### src/hdl/hmn_pkg.sv
// shared types, constants and register map of the height map to normal map block
package hmn_pkg;

  localparam int MAX_WIDTH  = 256;
  localparam int MAX_HEIGHT = 256;
  localparam int MEM_DEPTH  = MAX_WIDTH * MAX_HEIGHT;
  localparam int ADDR_W     = $clog2(MEM_DEPTH);
  localparam int ROW_W      = 8;
  localparam int COL_W      = 8;
  localparam int SMP_W      = 8;
  localparam int DIM_W      = 9;
  localparam int SCALE_W    = 16;

  localparam int DIFF_W = 25;
  localparam int SQ_W   = 48;
  localparam int ROOT_W = 24;
  localparam int NUM_W  = 31;
  localparam int Q_W    = 7;

  localparam logic [DIM_W-1:0] MAX_W_DIM = DIM_W'(MAX_WIDTH);
  localparam logic [DIM_W-1:0] MAX_H_DIM = DIM_W'(MAX_HEIGHT);
  localparam logic [SQ_W-1:0]  UNIT_Z_SQ = 48'd4261478400;
  localparam logic [NUM_W-1:0] NUM_Z     = 31'd8290560;
  localparam logic [7:0]       ALPHA     = 8'd255;
  localparam logic [7:0]       BIAS      = 8'd128;

  localparam logic OP_STORE   = 1'b0;
  localparam logic OP_COMPUTE = 1'b1;

  localparam int             APB_ADDR_W = 4;
  localparam logic [1:0] REG_WIDTH  = 2'd0;
  localparam logic [1:0] REG_HEIGHT = 2'd1;
  localparam logic [1:0] REG_SCALE  = 2'd2;
  localparam logic [1:0] REG_WRAP   = 2'd3;

  typedef struct packed {
    logic [DIM_W-1:0]          width;
    logic [DIM_W-1:0]          height;
    logic signed [SCALE_W-1:0] scale;
    logic                      wrap;
  } hmn_cfg_t;

  typedef struct packed {
    logic signed [DIFF_W-1:0] dxn;
    logic signed [DIFF_W-1:0] dyn;
    logic [SQ_W-1:0]          radicand;
  } hmn_grad_t;

  typedef struct packed {
    logic signed [DIFF_W-1:0] dxn;
    logic signed [DIFF_W-1:0] dyn;
    logic [ROOT_W-1:0]        root;
  } hmn_len_t;

  typedef struct packed {
    logic [7:0] x;
    logic [7:0] y;
    logic [7:0] z;
  } hmn_rgb_t;

endpackage

### src/hdl/hmn_sqrt.sv
// pipelined integer square root, two root bits per stage
module hmn_sqrt import hmn_pkg::*; (
  input  logic      clk,
  input  logic      rst_n,
  input  logic      in_valid,
  output logic      in_ready,
  input  hmn_grad_t in_data,
  output logic      out_valid,
  input  logic      out_ready,
  output hmn_len_t  out_data
);

  localparam int NS    = ROOT_W / 2;
  localparam int REM_W = ROOT_W + 3;

  typedef struct packed {
    logic signed [DIFF_W-1:0] dxn;
    logic signed [DIFF_W-1:0] dyn;
    logic [SQ_W-1:0]          rad;
    logic [REM_W-1:0]         rem;
    logic [ROOT_W-1:0]        root;
  } sq_st_t;

  function automatic sq_st_t sqrt_step2(sq_st_t s);
    sq_st_t           o;
    logic [REM_W-1:0] trial;
    o = s;
    for (int k = 0; k < 2; k++) begin
      o.rem = {o.rem[REM_W-3:0], o.rad[SQ_W-1 -: 2]};
      o.rad = {o.rad[SQ_W-3:0], 2'b00};
      trial = REM_W'({o.root, 2'b01});
      if (o.rem >= trial) begin
        o.rem  = o.rem - trial;
        o.root = {o.root[ROOT_W-2:0], 1'b1};
      end else begin
        o.root = {o.root[ROOT_W-2:0], 1'b0};
      end
    end
    return o;
  endfunction

  logic   v_r  [NS];
  logic   rdy  [NS];
  sq_st_t st_r [NS];
  sq_st_t init;

  assign init = '{dxn: in_data.dxn, dyn: in_data.dyn, rad: in_data.radicand,
                  rem: '0, root: '0};

  for (genvar s = 0; s < NS; s++) begin : g_stage
    logic   src_v;
    sq_st_t src;
    if (s == 0) begin : g_first
      assign src_v = in_valid;
      assign src   = init;
    end else begin : g_next
      assign src_v = v_r[s-1];
      assign src   = st_r[s-1];
    end
    if (s == NS - 1) begin : g_last
      assign rdy[s] = !v_r[s] || out_ready;
    end else begin : g_mid
      assign rdy[s] = !v_r[s] || rdy[s+1];
    end
    always_ff @(posedge clk) begin
      if (!rst_n) begin
        v_r[s] <= 1'b0;
      end else if (rdy[s]) begin
        v_r[s] <= src_v;
      end
    end
    always_ff @(posedge clk) begin
      if (rdy[s]) st_r[s] <= sqrt_step2(src);
    end
  end

  assign in_ready       = rdy[0];
  assign out_valid      = v_r[NS-1];
  assign out_data.dxn   = st_r[NS-1].dxn;
  assign out_data.dyn   = st_r[NS-1].dyn;
  assign out_data.root  = st_r[NS-1].root;

endmodule

### config.mk
export PLATFORM = sky130hd
export DESIGN_NAME = hmn_sqrt
export DESIGN_NICKNAME = d
export VERILOG_FILES = /design/src/hdl/hmn_pkg.sv /design/src/hdl/hmn_sqrt.sv
export SDC_FILE = /design/constraint.sdc
export NUM_CORES = 2
export LEC_CHECK = 0
export ABC_CLOCK_PERIOD_IN_PS = 22000
export BUFFER_PORTS_ARGS = -buffer_cell sky130_fd_sc_hd__buf_2
export CAP_MARGIN = 5
export CORE_MARGIN = 5
export CORE_UTILIZATION = 50
export DETAILED_ROUTE_END_ITERATION = 8
export GPL_TIMING_DRIVEN = 0
export PLACE_DENSITY = 0.74
export SYNTH_ARGS = -nofsm -noshare
export SYNTH_HDL_FRONTEND = slang
export SYNTH_SLANG_ARGS = --single-unit
export TNS_END_PERCENT = 1
### constraint.sdc
create_clock -name clk -period 22 [get_ports clk]
set_clock_uncertainty 0.1 [all_clocks]
set_input_delay 2.2 -clock clk [delete_from_list [all_inputs] [get_ports clk]]
set_output_delay 2.2 -clock clk [all_outputs]
set_load 0.1 [all_outputs]
==> impl_metrics.toml <==
[clock_tree]
post_cts_buffers = 0
clock_latency_ns = 0.79
cts_root_buf = "clkbuf_16"
cts_buffers = 136
hold_buffers = 0
post_cts_resized = 0
cts.sinks = 1291
cts_tree = "done"
cts_buffer_depth = 3
cts.clk_slew.worst_paths_ns = 0.06
cts.htree.levels = 4

[timing]
fin_crit_ns = 8.97
setup_viol = 0
whs_ns = 0.284
min_period_over_period = 0.408
max_freq_mhz = 111
worst_pin_slew_ns = 1.26
setup_tns_ns = 0
slew_headroom = 0.152
hold_viol = 0
slew_viol_final = 0
rsz0062_at_grt = "false"

[layout]
layout-drive-gt1-share = 0.0986
area_growth_syn_to_layout_pct = 12.5
fillers = 10300
final_nets = 5730
multiInputGateArea_um2 = 22700
seq_area_um2 = 38800

[routing]
via_count = 39800
drt_first_pass_iters = 6
avgViaCountPerCell = 5.64
drc_errors = 0
wl_um = 136000
post_drt_wl_per_cell_um = 19.3
drtIter0Drc = 3012
ant_nets = 0

[worst_hold_path]
hold_class = "reg -> reg"
hold_depth = 0

[critical_path]
critical_path.endpoint_type = "primary output"
slowest_stage = "nor2_1"
arrival_ns = 6.67
cpPeakStageDelay_ns = 0.60
worst-r2r-cell-count = 23
cp-start-kind = "primary input"
cpMostUsedCell = "and3_1"
worst-r2r-setup-slack_ns = 13.60
critPathKind = "in -> out"
cp_max_fo = 62
crit_path_cell_trace = "buf_2 > nor2b_1 > and3_1 > and3_1 > nand2_4 > nor2_1 > and3_1 > and2_1 > nand2_4 > buf_16 > buf_2"
critPathRequiredTime_ns = 19.70

[flow_run]
max_cap_violations = 0

[floorplanning]
initial_core_util = 0.502
fp.dieArea_um2 = 133000
rows = 130
die_width_um = 365
fp.dieH_um = 365
ios = 178
coreArea_um2 = 125000

[logic_synthesis]
synth-seq-area-share = 0.617
synth_area_per_cell_um2 = 12.6
synth_warnings = 0
ys_seq_elements = 1291
ys.flop_type = "edfxtp_1"
yosys-top-cells-area = "edfxtp_1 62%, ha_1 6.4%, xnor2_1 3.6%"
synthTopCellsByCount = "1,290 x edfxtp_1, 368 x a21oi_1, 368 x nor2_1"
yosys.area.top_type = "edfxtp_1"
synth_edf_count = 1290
synth_top_area_share = 0.616
yosysMostFrequentCell = "edfxtp_1"
synthCells = 4979
synth_area_um2 = 62800
ys_types = 104
synth_async_sr_flop_share = 0

[power]
p_leak_nw = 28.7
ir_drop_uv = 90.0
power.density_nw_per_um2 = 105

[global_routing]
grt_max_degree = 76
grtUsageTotal = 0.204
grt_pass1_vias = 38900
gr-total-overflow = 0
antenna_found_initial = 0
grt_pass1_wl_um = 213000

[outcome]
status = "complete, no violations"

[place]
place_hpwl_um = 100000
portBuffers = 176
gp_congestion = 0.915
## registers in the layout, indices dropped and copies added (netlist names)
name	count
v_r	12
st_r	1279
## report_power, final
group,internal (W),switching [W]
Clock,0.00129,0.000954
Sequential,0.00307,0.000207
Combinational,0.000757,0.00116
Total,0.00511,0.00232
## cell type report
class | instances | share of cell area
clock buffer | 154 | 0.0494
clock inverter | 81 | 0.0137
sequential | 1291 | 0.548
tap | 1650 | 0.0292
inverter | 269 | 0.0146
multi-input combinational | 3309 | 0.321
timing repair buffer | 190 | 0.0179
buffer | 111 | 0.00618
antenna | 1 | 0.0000354
## cell families after synthesis
family	share of synthesized area
other	0.0000597
AOI/OAI and AO/OA	0.117
buffers and inverters	0.0230
adders and majority gates	0.0639
DFF	0.617
and+or+nand+nor	0.110
muxes	0.0151
xor gates and xnor gates	0.0544
## per-stage QoR
| stage | power, W | utilization | cells | cell area [µm²] | setup slack (ns) |
|---|---|---|---|---|---|
| floorplan | 0.00471 | - | 4980 | 62800 | 11.02 |
| global placement | 0.00518 | 0.525 | 6806 | 65800 | 7.43 |
| detailed placement | 0.00520 | 0.529 | 6820 | 66200 | 12.94 |
| CTS | 0.00748 | 0.565 | 7055 | 70700 | 12.94 |
| global route | 0.00785 | 0.565 | 7055 | 70700 | 12.72 |
| finish | 0.00743 | 0.565 | 7056 | 70700 | 13.03 |
## per-layer routing
metal	global-route usage	vias up	share of wire
met2	0.338	983	0.47
met5	0	-	0
met1	0.277	19100	0.45
met3	0.0311	217	0.049
li1	-	19500	-
met4	0.0681	0	0.030
## path summary, 6_finish.rpt
path | start | end
setup / recovery | out_ready | in_ready
hold / removal | st_r[0][225] | st_r[0][374]
setup reg to reg | st_r[1][438] | st_r[2][36]
hold reg to reg | st_r[0][225] | st_r[0][374]
## cells in the final DEF, fill, tap and decap left out, drive strengths merged, types with 132 or more instances in the layout
cell type / Yosys / layout
o21ai: 204 / 204
nand2: 327 / 327
clkbuf: 89 / 243
buf: 22 / 212
xnor2: 258 / 258
a21oi: 368 / 368
ha: 320 / 320
inv: 267 / 273
a21o: 163 / 163
edfxtp: 1290 / 1290
xor2: 132 / 132
nor2: 370 / 370
## critical path, delay by kind of cell
kind / cells / cell delay (ns)
buffers and inverters: 3 / 0.85
and+or+nand+nor: 8 / 3.56
Note: power is estimated with default switching activity, not from simulation.
