### src/hdl/hmn_pkg.sv
// shared types, constants and register map of the height map to normal map block
package hmn_pkg;

  localparam int MAX_WIDTH  = 256;
  localparam int MAX_HEIGHT = 256;
  localparam int MEM_DEPTH  = MAX_WIDTH * MAX_HEIGHT;
  localparam int ADDR_W     = $clog2(MEM_DEPTH);
  localparam int ROW_W      = 8;
  localparam int COL_W      = 8;
  localparam int SMP_W      = 8;
  localparam int DIM_W      = 9;
  localparam int SCALE_W    = 16;

  localparam int DIFF_W = 25;
  localparam int SQ_W   = 48;
  localparam int ROOT_W = 24;
  localparam int NUM_W  = 31;
  localparam int Q_W    = 7;

  localparam logic [DIM_W-1:0] MAX_W_DIM = DIM_W'(MAX_WIDTH);
  localparam logic [DIM_W-1:0] MAX_H_DIM = DIM_W'(MAX_HEIGHT);
  localparam logic [SQ_W-1:0]  UNIT_Z_SQ = 48'd4261478400;
  localparam logic [NUM_W-1:0] NUM_Z     = 31'd8290560;
  localparam logic [7:0]       ALPHA     = 8'd255;
  localparam logic [7:0]       BIAS      = 8'd128;

  localparam logic OP_STORE   = 1'b0;
  localparam logic OP_COMPUTE = 1'b1;

  localparam int             APB_ADDR_W = 4;
  localparam logic [1:0] REG_WIDTH  = 2'd0;
  localparam logic [1:0] REG_HEIGHT = 2'd1;
  localparam logic [1:0] REG_SCALE  = 2'd2;
  localparam logic [1:0] REG_WRAP   = 2'd3;

  typedef struct packed {
    logic [DIM_W-1:0]          width;
    logic [DIM_W-1:0]          height;
    logic signed [SCALE_W-1:0] scale;
    logic                      wrap;
  } hmn_cfg_t;

  typedef struct packed {
    logic signed [DIFF_W-1:0] dxn;
    logic signed [DIFF_W-1:0] dyn;
    logic [SQ_W-1:0]          radicand;
  } hmn_grad_t;

  typedef struct packed {
    logic signed [DIFF_W-1:0] dxn;
    logic signed [DIFF_W-1:0] dyn;
    logic [ROOT_W-1:0]        root;
  } hmn_len_t;

  typedef struct packed {
    logic [7:0] x;
    logic [7:0] y;
    logic [7:0] z;
  } hmn_rgb_t;

endpackage

### src/hdl/hmn_div.sv
// pipelined floor division of the three scaled components by the length
module hmn_div import hmn_pkg::*; (
  input  logic     clk,
  input  logic     rst_n,
  input  logic     in_valid,
  output logic     in_ready,
  input  hmn_len_t in_data,
  output logic     out_valid,
  input  logic     out_ready,
  output hmn_rgb_t out_data
);

  localparam int NS = Q_W + 1;

  typedef struct packed {
    logic              sx;
    logic              sy;
    logic [NUM_W-1:0]  rx;
    logic [NUM_W-1:0]  ry;
    logic [NUM_W-1:0]  rz;
    logic [Q_W-1:0]    qx;
    logic [Q_W-1:0]    qy;
    logic [Q_W-1:0]    qz;
    logic [ROOT_W-1:0] den;
  } dv_st_t;

  function automatic logic [NUM_W+Q_W-1:0] div_step(logic [NUM_W-1:0] r,
      logic [Q_W-1:0] q, logic [ROOT_W-1:0] den, int pos);
    logic [NUM_W-1:0] sh;
    logic [NUM_W-1:0] rn;
    logic [Q_W-1:0]   qn;
    sh = NUM_W'(den) << pos;
    rn = r;
    qn = q;
    if (r >= sh) begin
      rn      = r - sh;
      qn[pos] = 1'b1;
    end
    return {rn, qn};
  endfunction

  function automatic logic [7:0] to_byte(logic neg, logic [Q_W-1:0] q,
      logic [NUM_W-1:0] r);
    logic [7:0] qe;
    qe = 8'(q);
    if (neg) begin
      return BIAS - qe - 8'(r != '0);
    end else begin
      return BIAS + qe;
    end
  endfunction

  logic   v_r  [NS];
  logic   rdy  [NS];
  dv_st_t st_r [NS];
  logic   o_v_r, o_rdy;
  hmn_rgb_t o_r;

  logic signed [31:0] nx, ny;
  dv_st_t init;

  // 127 * d as a shift and subtract
  assign nx = (32'(in_data.dxn) <<< 7) - 32'(in_data.dxn);
  assign ny = (32'(in_data.dyn) <<< 7) - 32'(in_data.dyn);

  always_comb begin
    init.sx  = nx[31];
    init.sy  = ny[31];
    init.rx  = nx[31] ? NUM_W'(-nx) : NUM_W'(nx);
    init.ry  = ny[31] ? NUM_W'(-ny) : NUM_W'(ny);
    init.rz  = NUM_Z;
    init.qx  = '0;
    init.qy  = '0;
    init.qz  = '0;
    init.den = in_data.root;
  end

  assign o_rdy = !o_v_r || out_ready;

  for (genvar s = 0; s < NS; s++) begin : g_stage
    logic   src_v;
    dv_st_t src, nxt;
    if (s == 0) begin : g_first
      assign src_v = in_valid;
      assign src   = init;
      assign nxt   = src;
    end else begin : g_step
      assign src_v = v_r[s-1];
      assign src   = st_r[s-1];
      always_comb begin
        nxt = src;
        {nxt.rx, nxt.qx} = div_step(src.rx, src.qx, src.den, Q_W - s);
        {nxt.ry, nxt.qy} = div_step(src.ry, src.qy, src.den, Q_W - s);
        {nxt.rz, nxt.qz} = div_step(src.rz, src.qz, src.den, Q_W - s);
      end
    end
    if (s == NS - 1) begin : g_last
      assign rdy[s] = !v_r[s] || o_rdy;
    end else begin : g_mid
      assign rdy[s] = !v_r[s] || rdy[s+1];
    end
    always_ff @(posedge clk) begin
      if (!rst_n) begin
        v_r[s] <= 1'b0;
      end else if (rdy[s]) begin
        v_r[s] <= src_v;
      end
    end
    always_ff @(posedge clk) begin
      if (rdy[s]) st_r[s] <= nxt;
    end
  end

  always_ff @(posedge clk) begin
    if (!rst_n) begin
      o_v_r <= 1'b0;
    end else if (o_rdy) begin
      o_v_r <= v_r[NS-1];
    end
  end

  always_ff @(posedge clk) begin
    if (o_rdy) begin
      o_r.x <= to_byte(st_r[NS-1].sx, st_r[NS-1].qx, st_r[NS-1].rx);
      o_r.y <= to_byte(st_r[NS-1].sy, st_r[NS-1].qy, st_r[NS-1].ry);
      o_r.z <= to_byte(1'b0, st_r[NS-1].qz, st_r[NS-1].rz);
    end
  end

  assign in_ready  = rdy[0];
  assign out_valid = o_v_r;
  assign out_data  = o_r;

endmodule

### config.mk
export PLATFORM = sky130hd
export DESIGN_NAME = hmn_div
export DESIGN_NICKNAME = d
export VERILOG_FILES = /design/src/hdl/hmn_pkg.sv /design/src/hdl/hmn_div.sv
export SDC_FILE = /design/constraint.sdc
export NUM_CORES = 2
export LEC_CHECK = 0
export BUFFER_PORTS_ARGS = -buffer_cell sky130_fd_sc_hd__buf_2
export CAP_MARGIN = 20
export CORE_MARGIN = 5
export CORE_UTILIZATION = 60
export DETAILED_ROUTE_END_ITERATION = 8
export GPL_ROUTABILITY_DRIVEN = 0
export HOLD_SLACK_MARGIN = 0.03
export PLACE_DENSITY = 0.77
export SLEW_MARGIN = 15
export SYNTH_ARGS = -nofsm -noshare
export SYNTH_HDL_FRONTEND = slang
export SYNTH_SLANG_ARGS = --single-unit
### constraint.sdc
create_clock -name clk -period 5.6 [get_ports clk]
set_clock_uncertainty 0.15 [all_clocks]
set_input_delay 0.56 -clock clk [delete_from_list [all_inputs] [get_ports clk]]
set_output_delay 0.56 -clock clk [all_outputs]
set_load 0.05 [all_outputs]
==> metrics <==
status complete, no violations; CTS tree yes; total gr overflow 0; share of layout cells above drive strength 1 7.71%; setup slack after layout 0.971 ns; Post-Syn Instances 6189; pin count of the biggest net entering global routing 138; max-cap viol count 0; Data arrival, critical path 4.92 ns; reg-to-reg slack, setup 0.97 ns; VDD IR max 0.309 mV; NumNets Final 6982; post-synthesis async set-or-reset flop share 0%; Num CTS Buffers 100; CTS root buf clkbuf_16; syn nets 6836; min cycle time layout 4.63 ns; Final period util 82.7%; startpoint types flip-flop; via count 47500; drt pass-1 iters 6; setup TNS 0 ns; drt drc 0; total die area 112000 µm²; IO buf count 102; synthesized area 63300 µm²; HP Class primary input to flip-flop; htree depth 3; Routed Antenna Nets 0; clock sinks 961; WL/cell 20.6 µm; worst-skew pair later-pin latency 0.70 ns; Max Slew Vio Count 0; DRT Wirelength 161000 µm; GRT Total Usage 28.1%; die width 335 µm; CP Capture Type flip-flop; f_max 216 MHz; I/O Pins 104; row count 119; CTS clk-pin slew, worst paths 0.06 ns; post-synthesis average cell area 10.2 µm²; Syn-to-layout area delta 9.44%; LEAKAGE 29.0 nW; Cell Pwr Density 527 nW/µm²; Seq/Total Area, Yosys 45.5%; CP Class flip-flop to flip-flop; EDFF count, synth 959; post-DP HPWL 127000 µm; height of the die 335 µm; core area 105000 µm²; Max transition margin 24.4%; vias in the first global route 45400; pre-CTS WS 1.04 ns; Synth cell types 105; Max Root-Sink Buffers 3; antenna violations before repair 0; worst-margin pin slew 1.13 ns; hold_ws 0.0792 ns; CP Data Required Time 5.89 ns; diode count 0; dominant synthesized flop cell edfxtp_1; Initial Util 60.3%; post-CTS setup buffers 0; vias per cell 6.09; cts repair resizes 0; Seq cells post-synth 961; # setup viols final 0; final hold vios 0; Layout Utilization 65.9%; RSZ-0062 raised after global routing false; total power 36.5 mW; Max FO, Critical Path 26; global-route wire length before repair 249000 µm; initial DRC count 4048; synth warn 0
==> stage by stage <==
step,cell area [µm²],std cells
finish,69300,7810
global route,69300,7810
CTS,69300,7810
detailed placement,65600,7597
global placement,65600,7597
floorplan,63300,6189
==> cells by family after synthesis <==
family                   Yosys count  share of synthesized area (%)
AND/OR/NAND/NOR                 1733                           13.3
XOR/XNOR                         546                           7.55
adder cells (fa/ha/maj)          569                           11.5
multiplexers                     110                           1.93
other                              1                        0.00592
AO/OA/AOI/OAI                   1716                           16.8
buffers and inverters            553                           3.33
flip-flops                       961                           45.5
==> synthesized netlist by cell type (all sizes together), types with 15 or more instances <==
cell type / count / area share, %
o21bai: 63 / 0.76
o21a: 71 / 0.84
nor4: 68 / 0.72
and3: 54 / 0.53
fa: 19 / 0.60
a21boi: 43 / 0.53
a211oi: 34 / 0.41
nor2b: 80 / 0.79
or2: 39 / 0.39
nor3: 121 / 0.98
inv: 431 / 2.6
o211ai: 15 / 0.18
nand3: 121 / 0.98
ha: 550 / 11
nand2: 577 / 3.4
mux2: 96 / 1.7
a21oi: 484 / 3.8
and2: 17 / 0.17
a31oi: 37 / 0.38
nand2b: 82 / 0.81
nor2: 381 / 2.3
or3: 34 / 0.34
clkbuf: 96 / 0.57
edfxtp: 959 / 45
nand4b: 18 / 0.25
buf: 25 / 0.20
a211o: 27 / 0.37
nor3b: 21 / 0.27
o31ai: 69 / 0.83
o21ai: 511 / 4.0
xor2: 231 / 3.2
xnor2: 315 / 4.4
nand4: 68 / 0.67
a21o: 223 / 2.6
==> worst paths after layout <==
path                                        startpoint                endpoint  cells past startpoint
worst max register to register  st_r[0][142]$_DFFE_PP_  st_r[0][352]$_DFFE_PP_                     13
worst min-delay path                             rst_n  out_valid$_SDFFE_PN0P_                      2
worst max-delay path            st_r[0][142]$_DFFE_PP_  st_r[0][352]$_DFFE_PP_                     13
worst min register to register  st_r[0][177]$_DFFE_PP_  st_r[0][317]$_DFFE_PP_                      0
==> metal layers <==
metal | GRT usage (%) | routed length [µm] | part of all wire (%)
met5 | 0 | 0 | 0
met4 | 20.0 | 14100 | 8.8
met3 | 2.84 | 9620 | 6.0
met2 | 46.0 | 73900 | 46
met1 | 35.1 | 63000 | 39
==> report_power, final <==
| part | switching, mW | internal (mW) |
|---|---|---|
| logic | 9.26 | 7.13 |
| clock network | 2.87 | 4.02 |
| registers | 1.72 | 11.5 |
| total | 13.9 | 22.7 |
==> placed cells by master, fill, tap and decap left out, types with 119 or more instances in the layout <==
cell,n
inv_1,427
a21oi_1,478
nor2_1,380
a21o_1,223
edfxtp_1,959
xor2_1,231
nand2_1,574
nor3_1,119
o21ai_0,496
xnor2_1,315
ha_1,550
==> layout make-up <==
class                   count  area [µm²]
clock inverters            71         887
clock buffers             115        2560
inverters                 432        1630
fillers                  7958       35800
multi-input cells        4675       32500
flip-flops and latches    961       28800
well taps                1391        1740
repair buffers            165        1130
==> repair_timing <==
item,in CTS,in global routing
setup endpoints to repair,0,0
hold endpoints to repair,27,0
hold buffers,27,0
==> worst max-delay path, cell delays in order, from the launching register on <==
cell and delay (ns):
edfxtp_1 0.41, inv_1 0.15, ha_1 0.29, nor2b_1 0.15
o21ai_0 0.19, a21boi_0 0.18, o211ai_1 0.24, a21oi_1 0.13
nor3_1 0.46, o2111ai_1 0.22, a21o_1 0.29, a211oi_4 0.92
inv_1 0.24, mux2_2 0.35
==> state kept, by name, summed over array words and instances (netlist names) <==
signal     cells
st_r         929
out_data      23
v_r            8
out_valid      1
(Power assumes the default switching activity.)
